===== src/hw/rtl/bba_pkg.sv =====
// Shared types for the drawing bounding box accumulator.
package bba_pkg;

  // Primitive kinds as they arrive on req_type.
  typedef enum logic [1:0] {
    KIND_LINE   = 2'd0,
    KIND_CIRCLE = 2'd1,
    KIND_POINT  = 2'd2,
    KIND_ARC    = 2'd3
  } kind_t;

  // Control half of a classified command, handed from the front end to the back end.
  typedef struct packed {
    kind_t kind;
    logic  restart;
    logic  start_at_center;
    logic  end_at_center;
  } cmd_ctrl_t;

endpackage


===== src/hw/rtl/bba_front.sv =====
// Front end: accepts input beats, classifies them and queues commands for the back end.
module bba_front #(
  parameter int COORD_BITS = 24
) (
  input  logic                         clk,
  input  logic                         rst,
  input  logic                         push,
  output logic                         full,
  input  logic [1:0]                   req_type,
  input  logic                         restart,
  input  logic signed [COORD_BITS-1:0] p0x,
  input  logic signed [COORD_BITS-1:0] p0y,
  input  logic signed [COORD_BITS-1:0] p1x,
  input  logic signed [COORD_BITS-1:0] p1y,
  input  logic signed [COORD_BITS-1:0] p2x,
  input  logic signed [COORD_BITS-1:0] p2y,
  input  logic signed [COORD_BITS-1:0] radius,
  output logic                         cmd_valid,
  input  logic                         cmd_take,
  output bba_pkg::cmd_ctrl_t           cmd_ctrl,
  output logic signed [COORD_BITS-1:0] cmd_cx,
  output logic signed [COORD_BITS-1:0] cmd_cy,
  output logic signed [COORD_BITS-1:0] cmd_ax,
  output logic signed [COORD_BITS-1:0] cmd_ay,
  output logic signed [COORD_BITS-1:0] cmd_bx,
  output logic signed [COORD_BITS-1:0] cmd_by,
  output logic signed [COORD_BITS-1:0] cmd_rad
);

  localparam int DEPTH = 2;
  localparam int PW    = $clog2(DEPTH);
  localparam int CW    = $clog2(DEPTH + 1);
  localparam logic [CW-1:0] DEPTH_C = CW'(DEPTH);

  bba_pkg::cmd_ctrl_t           ctrl_q [DEPTH];
  logic signed [COORD_BITS-1:0] cx_q   [DEPTH];
  logic signed [COORD_BITS-1:0] cy_q   [DEPTH];
  logic signed [COORD_BITS-1:0] ax_q   [DEPTH];
  logic signed [COORD_BITS-1:0] ay_q   [DEPTH];
  logic signed [COORD_BITS-1:0] bx_q   [DEPTH];
  logic signed [COORD_BITS-1:0] by_q   [DEPTH];
  logic signed [COORD_BITS-1:0] rad_q  [DEPTH];

  logic [PW-1:0]      wr_ptr;
  logic [PW-1:0]      rd_ptr;
  logic [CW-1:0]      count;
  logic               push_ok;
  logic               pop_ok;
  bba_pkg::cmd_ctrl_t in_ctrl;

  assign full      = (count == DEPTH_C);
  assign cmd_valid = (count != '0);
  assign push_ok   = push && !full;
  assign pop_ok    = cmd_take && cmd_valid;

  // Classify the beat: kind, restart, and whether the arc points sit on the center.
  always_comb begin
    in_ctrl.kind            = bba_pkg::kind_t'(req_type);
    in_ctrl.restart         = restart;
    in_ctrl.start_at_center = (p1x == p0x) && (p1y == p0y);
    in_ctrl.end_at_center   = (p2x == p0x) && (p2y == p0y);
  end

  // Command queue storage.
  always_ff @(posedge clk) begin
    if (push_ok) begin
      ctrl_q[wr_ptr] <= in_ctrl;
      cx_q[wr_ptr]   <= p0x;
      cy_q[wr_ptr]   <= p0y;
      ax_q[wr_ptr]   <= p1x;
      ay_q[wr_ptr]   <= p1y;
      bx_q[wr_ptr]   <= p2x;
      by_q[wr_ptr]   <= p2y;
      rad_q[wr_ptr]  <= radius;
    end
  end

  // Queue pointers and fill count.
  always_ff @(posedge clk) begin
    if (rst) begin
      wr_ptr <= '0;
      rd_ptr <= '0;
      count  <= '0;
    end else begin
      if (push_ok) begin
        wr_ptr <= wr_ptr + PW'(1);
      end
      if (pop_ok) begin
        rd_ptr <= rd_ptr + PW'(1);
      end
      if (push_ok && !pop_ok) begin
        count <= count + CW'(1);
      end else if (pop_ok && !push_ok) begin
        count <= count - CW'(1);
      end
    end
  end

  assign cmd_ctrl = ctrl_q[rd_ptr];
  assign cmd_cx   = cx_q[rd_ptr];
  assign cmd_cy   = cy_q[rd_ptr];
  assign cmd_ax   = ax_q[rd_ptr];
  assign cmd_ay   = ay_q[rd_ptr];
  assign cmd_bx   = bx_q[rd_ptr];
  assign cmd_by   = by_q[rd_ptr];
  assign cmd_rad  = rad_q[rd_ptr];

endmodule


===== src/hw/rtl/bba_sqrt.sv =====
// Iterative integer square root, one result bit per cycle.
module bba_sqrt #(
  parameter int ROOT_BITS = 25
) (
  input  logic                     clk,
  input  logic                     rst,
  input  logic                     start,
  input  logic [2*ROOT_BITS-1:0]   radicand,
  output logic                     done,
  output logic [ROOT_BITS-1:0]     root
);

  localparam int RW = ROOT_BITS + 2;
  localparam int CW = $clog2(ROOT_BITS + 1);
  localparam logic [CW-1:0] LAST = CW'(ROOT_BITS - 1);

  logic [2*ROOT_BITS-1:0] rad_sh;
  logic [RW-1:0]          rem;
  logic [RW-1:0]          rem_sh;
  logic [RW-1:0]          trial;
  logic [CW-1:0]          cnt;
  logic                   busy;

  // Bring down the next two radicand bits and form the trial subtrahend.
  assign rem_sh = {rem[RW-3:0], rad_sh[2*ROOT_BITS-1 -: 2]};
  assign trial  = {root, 2'b01};

  always_ff @(posedge clk) begin
    // Datapath: restoring root digit step.
    if (start) begin
      rad_sh <= radicand;
      rem    <= '0;
      root   <= '0;
    end else if (busy) begin
      rad_sh <= rad_sh << 2;
      if (rem_sh >= trial) begin
        rem  <= rem_sh - trial;
        root <= {root[ROOT_BITS-2:0], 1'b1};
      end else begin
        rem  <= rem_sh;
        root <= {root[ROOT_BITS-2:0], 1'b0};
      end
    end
    // Control: step counter and completion pulse.
    if (rst) begin
      busy <= 1'b0;
      cnt  <= '0;
      done <= 1'b0;
    end else begin
      done <= 1'b0;
      if (start) begin
        busy <= 1'b1;
        cnt  <= '0;
      end else if (busy) begin
        cnt <= cnt + CW'(1);
        if (cnt == LAST) begin
          busy <= 1'b0;
          done <= 1'b1;
        end
      end
    end
  end

endmodule


===== src/hw/rtl/bba_back.sv =====
// Back end: executes queued commands, holds the running box and the result register.
module bba_back #(
  parameter int COORD_BITS = 24
) (
  input  logic                         clk,
  input  logic                         rst,
  input  logic                         cmd_valid,
  output logic                         cmd_take,
  input  bba_pkg::cmd_ctrl_t           cmd_ctrl,
  input  logic signed [COORD_BITS-1:0] cmd_cx,
  input  logic signed [COORD_BITS-1:0] cmd_cy,
  input  logic signed [COORD_BITS-1:0] cmd_ax,
  input  logic signed [COORD_BITS-1:0] cmd_ay,
  input  logic signed [COORD_BITS-1:0] cmd_bx,
  input  logic signed [COORD_BITS-1:0] cmd_by,
  input  logic signed [COORD_BITS-1:0] cmd_rad,
  output logic                         empty,
  input  logic                         pop,
  output logic signed [COORD_BITS-1:0] box_min_x,
  output logic signed [COORD_BITS-1:0] box_max_x,
  output logic signed [COORD_BITS-1:0] box_min_y,
  output logic signed [COORD_BITS-1:0] box_max_y,
  output logic                         bad_arc
);

  localparam int CB = COORD_BITS;
  localparam bit CAN_OVER = (2 * CB + 1 > 64);
  localparam logic signed [CB-1:0] C_MAX = {1'b0, {(CB-1){1'b1}}};
  localparam logic signed [CB-1:0] C_MIN = {1'b1, {(CB-1){1'b0}}};

  // Quadrants, counted counter-clockwise from the positive x axis.
  localparam logic [1:0] Q_FIRST  = 2'd0;
  localparam logic [1:0] Q_SECOND = 2'd1;
  localparam logic [1:0] Q_THIRD  = 2'd2;
  localparam logic [1:0] Q_FOURTH = 2'd3;

  // Extreme mask bits; extreme i is passed when the walk leaves quadrant i.
  localparam int X_NORTH = 0;
  localparam int X_WEST  = 1;
  localparam int X_SOUTH = 2;
  localparam int X_EAST  = 3;

  typedef enum logic [2:0] {
    S_IDLE,
    S_MUL,
    S_LAUNCH,
    S_ROOT,
    S_EXT,
    S_COMMIT
  } state_t;

  state_t             state;
  bba_pkg::cmd_ctrl_t ctrl;
  logic signed [CB-1:0] cx, cy, ax, ay, bx, by;
  logic signed [CB:0]   dx0, dy0, dx1, dy1;
  logic [1:0]           step;
  logic [2*CB-1:0]      sqx, sqy;
  logic signed [2*CB:0] pa, pb;
  logic [CB:0]          r;
  logic signed [CB-1:0] ext_n, ext_s, ext_e, ext_w;
  logic [3:0]           mask;
  logic signed [CB-1:0] min_x, max_x, min_y, max_y;
  logic                 res_valid;

  // Combinational helpers.
  logic signed [CB:0]     ma, mb;
  logic signed [2*CB+1:0] prod;
  logic [2*CB:0]          sum;
  logic                   over;
  logic                   sqrt_start;
  logic                   sqrt_done;
  logic [CB:0]            sqrt_root;
  logic signed [CB:0]     rad_ext;
  logic [CB:0]            rad_abs;
  logic signed [CB+1:0]   cx_w, cy_w, r_w;
  logic [1:0]             quad_j, quad_k, span;
  logic [3:0]             mask_next;
  logic                   arc_bad, arc_full;
  logic                   use_c, use_a, use_b;
  logic signed [CB-1:0]   min_x_next, max_x_next, min_y_next, max_y_next;
  logic                   commit_go;

  function automatic logic signed [CB-1:0] sat_c(input logic signed [CB+1:0] v);
    logic fits;
    fits = (v[CB+1:CB-1] == 3'b000) || (v[CB+1:CB-1] == 3'b111);
    if (fits) begin
      return v[CB-1:0];
    end else if (v[CB+1]) begin
      return C_MIN;
    end else begin
      return C_MAX;
    end
  endfunction

  function automatic logic [1:0] quad_of(input logic signed [CB:0] x,
                                         input logic signed [CB:0] y);
    logic xneg, yneg, xzero, yzero;
    xneg  = x[CB];
    yneg  = y[CB];
    xzero = (x == '0);
    yzero = (y == '0);
    if (!xneg && !yneg && !yzero) begin
      return Q_FIRST;
    end else if (xneg && !yneg) begin
      return Q_SECOND;
    end else if ((xneg || xzero) && yneg) begin
      return Q_THIRD;
    end else begin
      return Q_FOURTH;
    end
  endfunction

  function automatic logic signed [CB-1:0] smin(input logic signed [CB-1:0] a,
                                                input logic signed [CB-1:0] b);
    return (b < a) ? b : a;
  endfunction

  function automatic logic signed [CB-1:0] smax(input logic signed [CB-1:0] a,
                                                input logic signed [CB-1:0] b);
    return (b > a) ? b : a;
  endfunction

  assign cmd_take   = (state == S_IDLE) && cmd_valid;
  assign empty      = !res_valid;
  assign commit_go  = (state == S_COMMIT) && (!res_valid || pop);

  // Circle radius magnitude.
  assign rad_ext = {cmd_rad[CB-1], cmd_rad};
  assign rad_abs = rad_ext[CB] ? (CB+1)'(-rad_ext) : rad_ext;

  // Shared multiplier: squares of the start offset, then the two terms of the cross product.
  always_comb begin
    case (step)
      2'd0: begin
        ma = dx0;
        mb = dx0;
      end
      2'd1: begin
        ma = dy0;
        mb = dy0;
      end
      2'd2: begin
        ma = dy1;
        mb = dx0;
      end
      default: begin
        ma = dx1;
        mb = dy0;
      end
    endcase
    prod = ma * mb;
  end

  // Squared radius, and the case where it carries into bit 2*CB (checked only when the sum is wider than 64 bits).
  assign sum        = {1'b0, sqx} + {1'b0, sqy};
  assign over       = CAN_OVER && sum[2*CB];
  assign sqrt_start = (state == S_LAUNCH) && !over;

  bba_sqrt #(
    .ROOT_BITS (CB + 1)
  ) u_sqrt (
    .clk      (clk),
    .rst      (rst),
    .start    (sqrt_start),
    .radicand ({1'b0, sum}),
    .done     (sqrt_done),
    .root     (sqrt_root)
  );

  // Extreme points and the quadrant walk.
  assign cx_w   = {{2{cx[CB-1]}}, cx};
  assign cy_w   = {{2{cy[CB-1]}}, cy};
  assign r_w    = {1'b0, r};
  assign quad_j = quad_of(dx0, dy0);
  assign quad_k = quad_of(dx1, dy1);
  assign span   = quad_k - quad_j;

  always_comb begin
    mask_next = '0;
    if (ctrl.kind == bba_pkg::KIND_CIRCLE) begin
      mask_next = 4'b1111;
    end else if (ctrl.kind == bba_pkg::KIND_ARC && !ctrl.start_at_center &&
                 !ctrl.end_at_center) begin
      if (quad_j == quad_k && pa < pb) begin
        mask_next = 4'b1111;
      end else begin
        for (int i = 0; i < 4; i++) begin
          mask_next[i] = 2'(2'(i) - quad_j) < span;
        end
      end
    end
  end

  // Which points enter the box for this command.
  assign arc_bad  = (ctrl.kind == bba_pkg::KIND_ARC) && !ctrl.start_at_center &&
                    ctrl.end_at_center;
  assign arc_full = (ctrl.kind == bba_pkg::KIND_ARC) && !arc_bad;
  assign use_c    = (ctrl.kind == bba_pkg::KIND_LINE) || (ctrl.kind == bba_pkg::KIND_POINT);
  assign use_a    = (ctrl.kind == bba_pkg::KIND_LINE) || arc_full;
  assign use_b    = arc_full;

  // Widen the box over the selected points.
  always_comb begin
    if (ctrl.restart) begin
      min_x_next = C_MAX;
      max_x_next = C_MIN;
      min_y_next = C_MAX;
      max_y_next = C_MIN;
    end else begin
      min_x_next = min_x;
      max_x_next = max_x;
      min_y_next = min_y;
      max_y_next = max_y;
    end
    if (use_c) begin
      min_x_next = smin(min_x_next, cx);
      max_x_next = smax(max_x_next, cx);
      min_y_next = smin(min_y_next, cy);
      max_y_next = smax(max_y_next, cy);
    end
    if (use_a) begin
      min_x_next = smin(min_x_next, ax);
      max_x_next = smax(max_x_next, ax);
      min_y_next = smin(min_y_next, ay);
      max_y_next = smax(max_y_next, ay);
    end
    if (use_b) begin
      min_x_next = smin(min_x_next, bx);
      max_x_next = smax(max_x_next, bx);
      min_y_next = smin(min_y_next, by);
      max_y_next = smax(max_y_next, by);
    end
    if (mask[X_NORTH]) begin
      min_x_next = smin(min_x_next, cx);
      max_x_next = smax(max_x_next, cx);
      max_y_next = smax(max_y_next, ext_n);
    end
    if (mask[X_WEST]) begin
      min_x_next = smin(min_x_next, ext_w);
      min_y_next = smin(min_y_next, cy);
      max_y_next = smax(max_y_next, cy);
    end
    if (mask[X_SOUTH]) begin
      min_x_next = smin(min_x_next, cx);
      max_x_next = smax(max_x_next, cx);
      min_y_next = smin(min_y_next, ext_s);
    end
    if (mask[X_EAST]) begin
      max_x_next = smax(max_x_next, ext_e);
      min_y_next = smin(min_y_next, cy);
      max_y_next = smax(max_y_next, cy);
    end
  end

  // Sequencer, working registers, box state and result register.
  always_ff @(posedge clk) begin
    if (rst) begin
      state     <= S_IDLE;
      res_valid <= 1'b0;
      min_x     <= C_MAX;
      max_x     <= C_MIN;
      min_y     <= C_MAX;
      max_y     <= C_MIN;
    end else begin
      if (pop && res_valid && !commit_go) begin
        res_valid <= 1'b0;
      end
      unique case (state)
        S_IDLE: begin
          if (cmd_valid) begin
            ctrl <= cmd_ctrl;
            cx   <= cmd_cx;
            cy   <= cmd_cy;
            ax   <= cmd_ax;
            ay   <= cmd_ay;
            bx   <= cmd_bx;
            by   <= cmd_by;
            dx0  <= {cmd_ax[CB-1], cmd_ax} - {cmd_cx[CB-1], cmd_cx};
            dy0  <= {cmd_ay[CB-1], cmd_ay} - {cmd_cy[CB-1], cmd_cy};
            dx1  <= {cmd_bx[CB-1], cmd_bx} - {cmd_cx[CB-1], cmd_cx};
            dy1  <= {cmd_by[CB-1], cmd_by} - {cmd_cy[CB-1], cmd_cy};
            r    <= rad_abs;
            step <= 2'd0;
            if (cmd_ctrl.kind == bba_pkg::KIND_ARC && !cmd_ctrl.start_at_center &&
                !cmd_ctrl.end_at_center) begin
              state <= S_MUL;
            end else begin
              state <= S_EXT;
            end
          end
        end
        S_MUL: begin
          case (step)
            2'd0: sqx <= prod[2*CB-1:0];
            2'd1: sqy <= prod[2*CB-1:0];
            2'd2: pa  <= prod[2*CB:0];
            default: pb <= prod[2*CB:0];
          endcase
          step <= step + 2'd1;
          if (step == 2'd3) begin
            state <= S_LAUNCH;
          end
        end
        S_LAUNCH: begin
          if (over) begin
            r     <= (CB+1)'(1) << CB;
            state <= S_EXT;
          end else begin
            state <= S_ROOT;
          end
        end
        S_ROOT: begin
          if (sqrt_done) begin
            r     <= sqrt_root;
            state <= S_EXT;
          end
        end
        S_EXT: begin
          ext_n <= sat_c(cy_w + r_w);
          ext_s <= sat_c(cy_w - r_w);
          ext_e <= sat_c(cx_w + r_w);
          ext_w <= sat_c(cx_w - r_w);
          mask  <= mask_next;
          state <= S_COMMIT;
        end
        S_COMMIT: begin
          if (commit_go) begin
            min_x     <= min_x_next;
            max_x     <= max_x_next;
            min_y     <= min_y_next;
            max_y     <= max_y_next;
            box_min_x <= min_x_next;
            box_max_x <= max_x_next;
            box_min_y <= min_y_next;
            box_max_y <= max_y_next;
            bad_arc   <= arc_bad;
            res_valid <= 1'b1;
            state     <= S_IDLE;
          end
        end
        default: begin
          state <= S_IDLE;
        end
      endcase
    end
  end

endmodule


===== src/hw/rtl/drawing_bounding_box_accumulator_core.sv =====
// Top level of the drawing bounding box accumulator: front end, command queue and back end.
// Lines, circles, points and arcs with start or end on the centre go from accept to the
// extreme and commit states; other arcs first pass the multiply, launch and root states
// (one root bit per cycle), skipping the root on squared-radius overflow. One beat runs at a time.
// The two-entry command queue accepts beats while the back end works or a result waits.
// Synchronous reset empties the queue and the result register and sets the box to empty.
module drawing_bounding_box_accumulator_core #(
  parameter int COORD_BITS = 24
) (
  input  logic                         clk,
  input  logic                         rst,
  input  logic                         push,
  output logic                         full,
  input  logic [1:0]                   req_type,
  input  logic                         restart,
  input  logic signed [COORD_BITS-1:0] p0x,
  input  logic signed [COORD_BITS-1:0] p0y,
  input  logic signed [COORD_BITS-1:0] p1x,
  input  logic signed [COORD_BITS-1:0] p1y,
  input  logic signed [COORD_BITS-1:0] p2x,
  input  logic signed [COORD_BITS-1:0] p2y,
  input  logic signed [COORD_BITS-1:0] radius,
  output logic                         empty,
  input  logic                         pop,
  output logic signed [COORD_BITS-1:0] box_min_x,
  output logic signed [COORD_BITS-1:0] box_max_x,
  output logic signed [COORD_BITS-1:0] box_min_y,
  output logic signed [COORD_BITS-1:0] box_max_y,
  output logic                         bad_arc
);

  logic                         cmd_valid;
  logic                         cmd_take;
  bba_pkg::cmd_ctrl_t           cmd_ctrl;
  logic signed [COORD_BITS-1:0] cmd_cx, cmd_cy, cmd_ax, cmd_ay, cmd_bx, cmd_by, cmd_rad;

  // Input side: classification and command queue.
  bba_front #(
    .COORD_BITS (COORD_BITS)
  ) u_front (
    .clk       (clk),
    .rst       (rst),
    .push      (push),
    .full      (full),
    .req_type  (req_type),
    .restart   (restart),
    .p0x       (p0x),
    .p0y       (p0y),
    .p1x       (p1x),
    .p1y       (p1y),
    .p2x       (p2x),
    .p2y       (p2y),
    .radius    (radius),
    .cmd_valid (cmd_valid),
    .cmd_take  (cmd_take),
    .cmd_ctrl  (cmd_ctrl),
    .cmd_cx    (cmd_cx),
    .cmd_cy    (cmd_cy),
    .cmd_ax    (cmd_ax),
    .cmd_ay    (cmd_ay),
    .cmd_bx    (cmd_bx),
    .cmd_by    (cmd_by),
    .cmd_rad   (cmd_rad)
  );

  // Execution side: arc geometry, box update and result register.
  bba_back #(
    .COORD_BITS (COORD_BITS)
  ) u_back (
    .clk       (clk),
    .rst       (rst),
    .cmd_valid (cmd_valid),
    .cmd_take  (cmd_take),
    .cmd_ctrl  (cmd_ctrl),
    .cmd_cx    (cmd_cx),
    .cmd_cy    (cmd_cy),
    .cmd_ax    (cmd_ax),
    .cmd_ay    (cmd_ay),
    .cmd_bx    (cmd_bx),
    .cmd_by    (cmd_by),
    .cmd_rad   (cmd_rad),
    .empty     (empty),
    .pop       (pop),
    .box_min_x (box_min_x),
    .box_max_x (box_max_x),
    .box_min_y (box_min_y),
    .box_max_y (box_max_y),
    .bad_arc   (bad_arc)
  );

endmodule

===== config.mk =====
export PLATFORM = sky130hd
export DESIGN_NAME = drawing_bounding_box_accumulator_core
export DESIGN_NICKNAME = d
export VERILOG_FILES = /design/src/hw/rtl/bba_pkg.sv /design/src/hw/rtl/bba_front.sv /design/src/hw/rtl/bba_sqrt.sv /design/src/hw/rtl/bba_back.sv /design/src/hw/rtl/drawing_bounding_box_accumulator_core.sv
export SDC_FILE = /design/constraint.sdc
export NUM_CORES = 2
export LEC_CHECK = 0
export ABC_CLOCK_PERIOD_IN_PS = 23800
export BUFFER_PORTS_ARGS = -buffer_cell sky130_fd_sc_hd__buf_2
export CORE_MARGIN = 2
export CORE_UTILIZATION = 60
export DETAILED_ROUTE_END_ITERATION = 8
export GPL_TIMING_DRIVEN = 1
export HOLD_SLACK_MARGIN = 0.02
export PLACE_DENSITY = 0.83
export SLEW_MARGIN = 10
export SYNTH_ARGS = -nofsm -noshare
export SYNTH_HDL_FRONTEND = slang
export SYNTH_SLANG_ARGS = --single-unit

===== constraint.sdc =====
create_clock -name clk -period 23.8 [get_ports clk]
set_clock_uncertainty 0.2 [all_clocks]
set_input_delay 0 -clock clk [delete_from_list [all_inputs] [get_ports clk]]
set_output_delay 0 -clock clk [all_outputs]
set_load 0.01 [all_outputs]

==> results.txt <==
Status -> finished with violations
Failing checks -> max-capacitance violations, max-slew violations
Die H -> 414 um
Arr. time, crit path -> 21.77 ns
DRC Markers -> 0
Async set-reset flop share out of synthesis -> 0
Io pins -> 274
Rel. slew slack -> -0.0660
Met1 Use GR -> 0.493
Die X-Extent -> 414 um
Syn_nets -> 12100
Busiest layer in global routing -> met2
Vias -> 84800
Starting Density -> 0.604
Multi-input gate area -> 59500 um^2
Setup CP Type -> flop to flop
CP most frequent cell -> a21o_1
Slowest cell on the critical path -> mux2i_4
Pin slew with the least headroom to its limit -> 1.59 ns
Sink Count -> 1225
RePlAce Congestion -> 1.05
Initial antenna violation count -> 28
Largest registers -> u_back.u_sqrt.rad_sh (50), u_back.pa (49), u_back.pb (49)
CP Launch Type -> flop
CP Depth -> 95
GRT Overall Usage -> 0.415
RSZ-0062 raised after global routing -> no
Cells after synthesis -> 10200
Type of the worst min-delay path -> input pin to flop
Register area -> 35200 um^2
M2 GR Usage -> 0.635
Cell Rows -> 150
Synth warn -> 0
Clock slew at reported path FFs -> 0.06 ns
Fillers -> 12000
Ys flop type -> edfxtp_1
Layout Utilization -> 0.677
Fin. max-slew vios -> 2
Netlist cell types -> 98
Synth-to-Final Area Change -> 12.0%
Post-route ant nets -> 0
WL/cell -> 27.5 um
Final HPWL from detailed placement -> 258 mm
CTS tree -> built
Worst-path maximum fanout -> 35
Post CTS Setup Buffer Count -> 0
I/O Buffers -> 273
Endpoints failing hold -> 0
Longest Clk Path Bufs -> 3
Vias per Instance -> 6.47
Hold path cells -> 4
Clk_lat worst skew -> 0.87 ns
Mean Syn Cell Area -> 9.88 um^2
Share of post-route cells with drive strength above 1 -> 0.0931
Max Cap Viol -> 1
CP required -> 24.06 ns
Bufs and invs on worst path -> 11
Largest delay share family, worst path -> compound AO/OA/AOI/OAI gates
Sequential area share after synthesis -> 0.348
Root Buffer -> clkbuf_16
Final Cycle Share -> 0.904
DRT Pass-1 Iters -> 9
Reg2Reg Depth -> 95
Post-layout minimum cycle time -> 21.51 ns
First-pass GRT wire length -> 532 mm
Worst Setup End Kind -> flop
Max reg flops -> 50
Post-synth EDFFs -> 1062
Vias in the first global route -> 84800
CTS Buf Count -> 136
Die area -> 172000 um^2
Fmax -> 0.0465 GHz
Min setup slack post-route -> 2.29 ns
Met3 Usage GRT -> 0.109
Post-Syn Area -> 101000 um^2
Final wirelength -> 360 mm
Max incr delay on CP -> 0.84 ns
H-tree levels -> 4
Placement Setup Slack -> 2.80 ns
Core ar. -> 167000 um^2
Total grt overflow -> 0
Pin count of the biggest net entering global routing -> 120
# setup viols final -> 0
Iter 0 DRT Violations -> 11500
Setup TNS Final -> 0 ns
Register name with the most flops -> u_back.u_sqrt.rad_sh
Number of synthesized register bits -> 1225
Nets -> 12600
[path summary, 6_finish.rpt]
path | start | to | slack [ns]
worst min register to register | u_back.max_x[13] | u_back.max_x[13] | 0.28
worst max-delay path | u_back.ctrl[2] | u_back.box_min_x[6] | 2.29
worst min-delay path | rst | u_back.min_x[17] | 0.08
worst max register to register | u_back.ctrl[2] | u_back.box_min_x[6] | 2.29
[cell usage after synthesis (53+ instances only)]
cell type,number,area [um^2]
nor3_1,116,581
nand4_1,125,782
xor2_1,167,1460
dfxtp_1,163,3260
a21boi_0,101,758
nor4_1,116,726
a311oi_1,53,464
and2_1,59,369
xnor2_1,151,1320
buf_1,54,203
fa_1,661,13200
mux2_2,277,3120
nand2b_1,143,895
nor2b_1,133,832
nand2_1,993,3730
ha_1,1019,12700
edfxtp_1,1062,31900
nand3_1,107,536
inv_1,1398,5250
a211oi_1,58,435
clkbuf_1,272,1020
a21oi_1,452,2260
o21ai_0,630,3150
a21o_1,221,1660
nor2_1,875,3280
mux2i_1,240,2400
[cell usage in the layout (no fill, tap or decap), types with 24 or more instances in the layout]
cell and n:
buf_2 272, inv_1 1397, dlygate4sd3_1 349, a211oi_1 57, nor4_1 110, nor2b_1 132, nand2b_1 143, mux2_2 277
diode_2 24, buf_4 146, nand3_1 107, fa_1 661, clkbuf_16 137, edfxtp_1 1062, mux2i_1 225, a31oi_1 34
o211ai_1 36, o31ai_1 41, a21o_1 221, a311oi_1 53, and3_1 29, nor2_1 872, or3_1 35, o21ai_0 629
a22oi_1 25, o21a_1 45, nand2_1 992, a21boi_0 101, a21oi_1 447, xor2_1 164, dfxtp_1 161, o21bai_1 30
and2_1 55, nor3_1 115, nand4_1 125, clkinv_1 27, ha_1 1019, xnor2_1 151
[metal layers]
layer  share of wire  up-vias  wire (um)
met5         0.00041        -        146
li1                -    36400          -
met3            0.11     1765      40800
met4            0.10       16      37600
met2            0.44     5996     157000
met1            0.35    40600     124000
[cells by family (layout without fill, tap and decap cells)]
group / after synthesis / in the layout / share of synthesized area
AND/OR/NAND/NOR: 2819 / 2819 / 0.127
AO/OA/AOI/OAI: 1906 / 1906 / 0.118
buffers and inverters: 1754 / 2411 / 0.0661
adder cells (fa/ha/maj): 1681 / 1681 / 0.257
flip-flops: 1225 / 1225 / 0.348
multiplexers: 527 / 527 / 0.0558
XOR/XNOR: 318 / 318 / 0.0276
other: 0 / 24 / 0
[what timing repair did]
action	in CTS	in global routing
hold buffers	349	0
endpoints found under the hold margin	541	0
resized for setup	0	0
[worst reg2reg max path: cells and delay by family, from the launching register on]
kind,cells,cell delay [ns]
and+or+nand+nor,23,3.17
buffers and inverters,11,3.03
AOI/OAI and AO/OA,52,10.30
DFF,1,0.72
muxes,3,1.92
adders and majority gates,6,1.77
[metrics by stage]
step                      hold WS (ns)  std cells  cell area (um^2)
final                           0.0826      13100            113000
after global routing             0.105      13100            113000
after CTS                       0.0556      13100            113000
after detailed placement      -0.00740      12500            105000
after global placement         -0.0130      12500            105000
after floorplan                 -0.101      10200            101000
[layout make-up]
| type | count | share of cell area |
|---|---|---|
| antenna | 24 | 0.000531 |
| clock buffer | 160 | 0.0315 |
| clock inverter | 79 | 0.00726 |
| inverter | 1402 | 0.0465 |
| multi-input combinational | 7251 | 0.526 |
| sequential | 1225 | 0.311 |
| tap | 2204 | 0.0244 |
| timing repair buffer | 770 | 0.0529 |
Power is left out: the tool's default activity adds up to more than one toggle a clock period on the data nets, which glitch-free logic cannot reach.
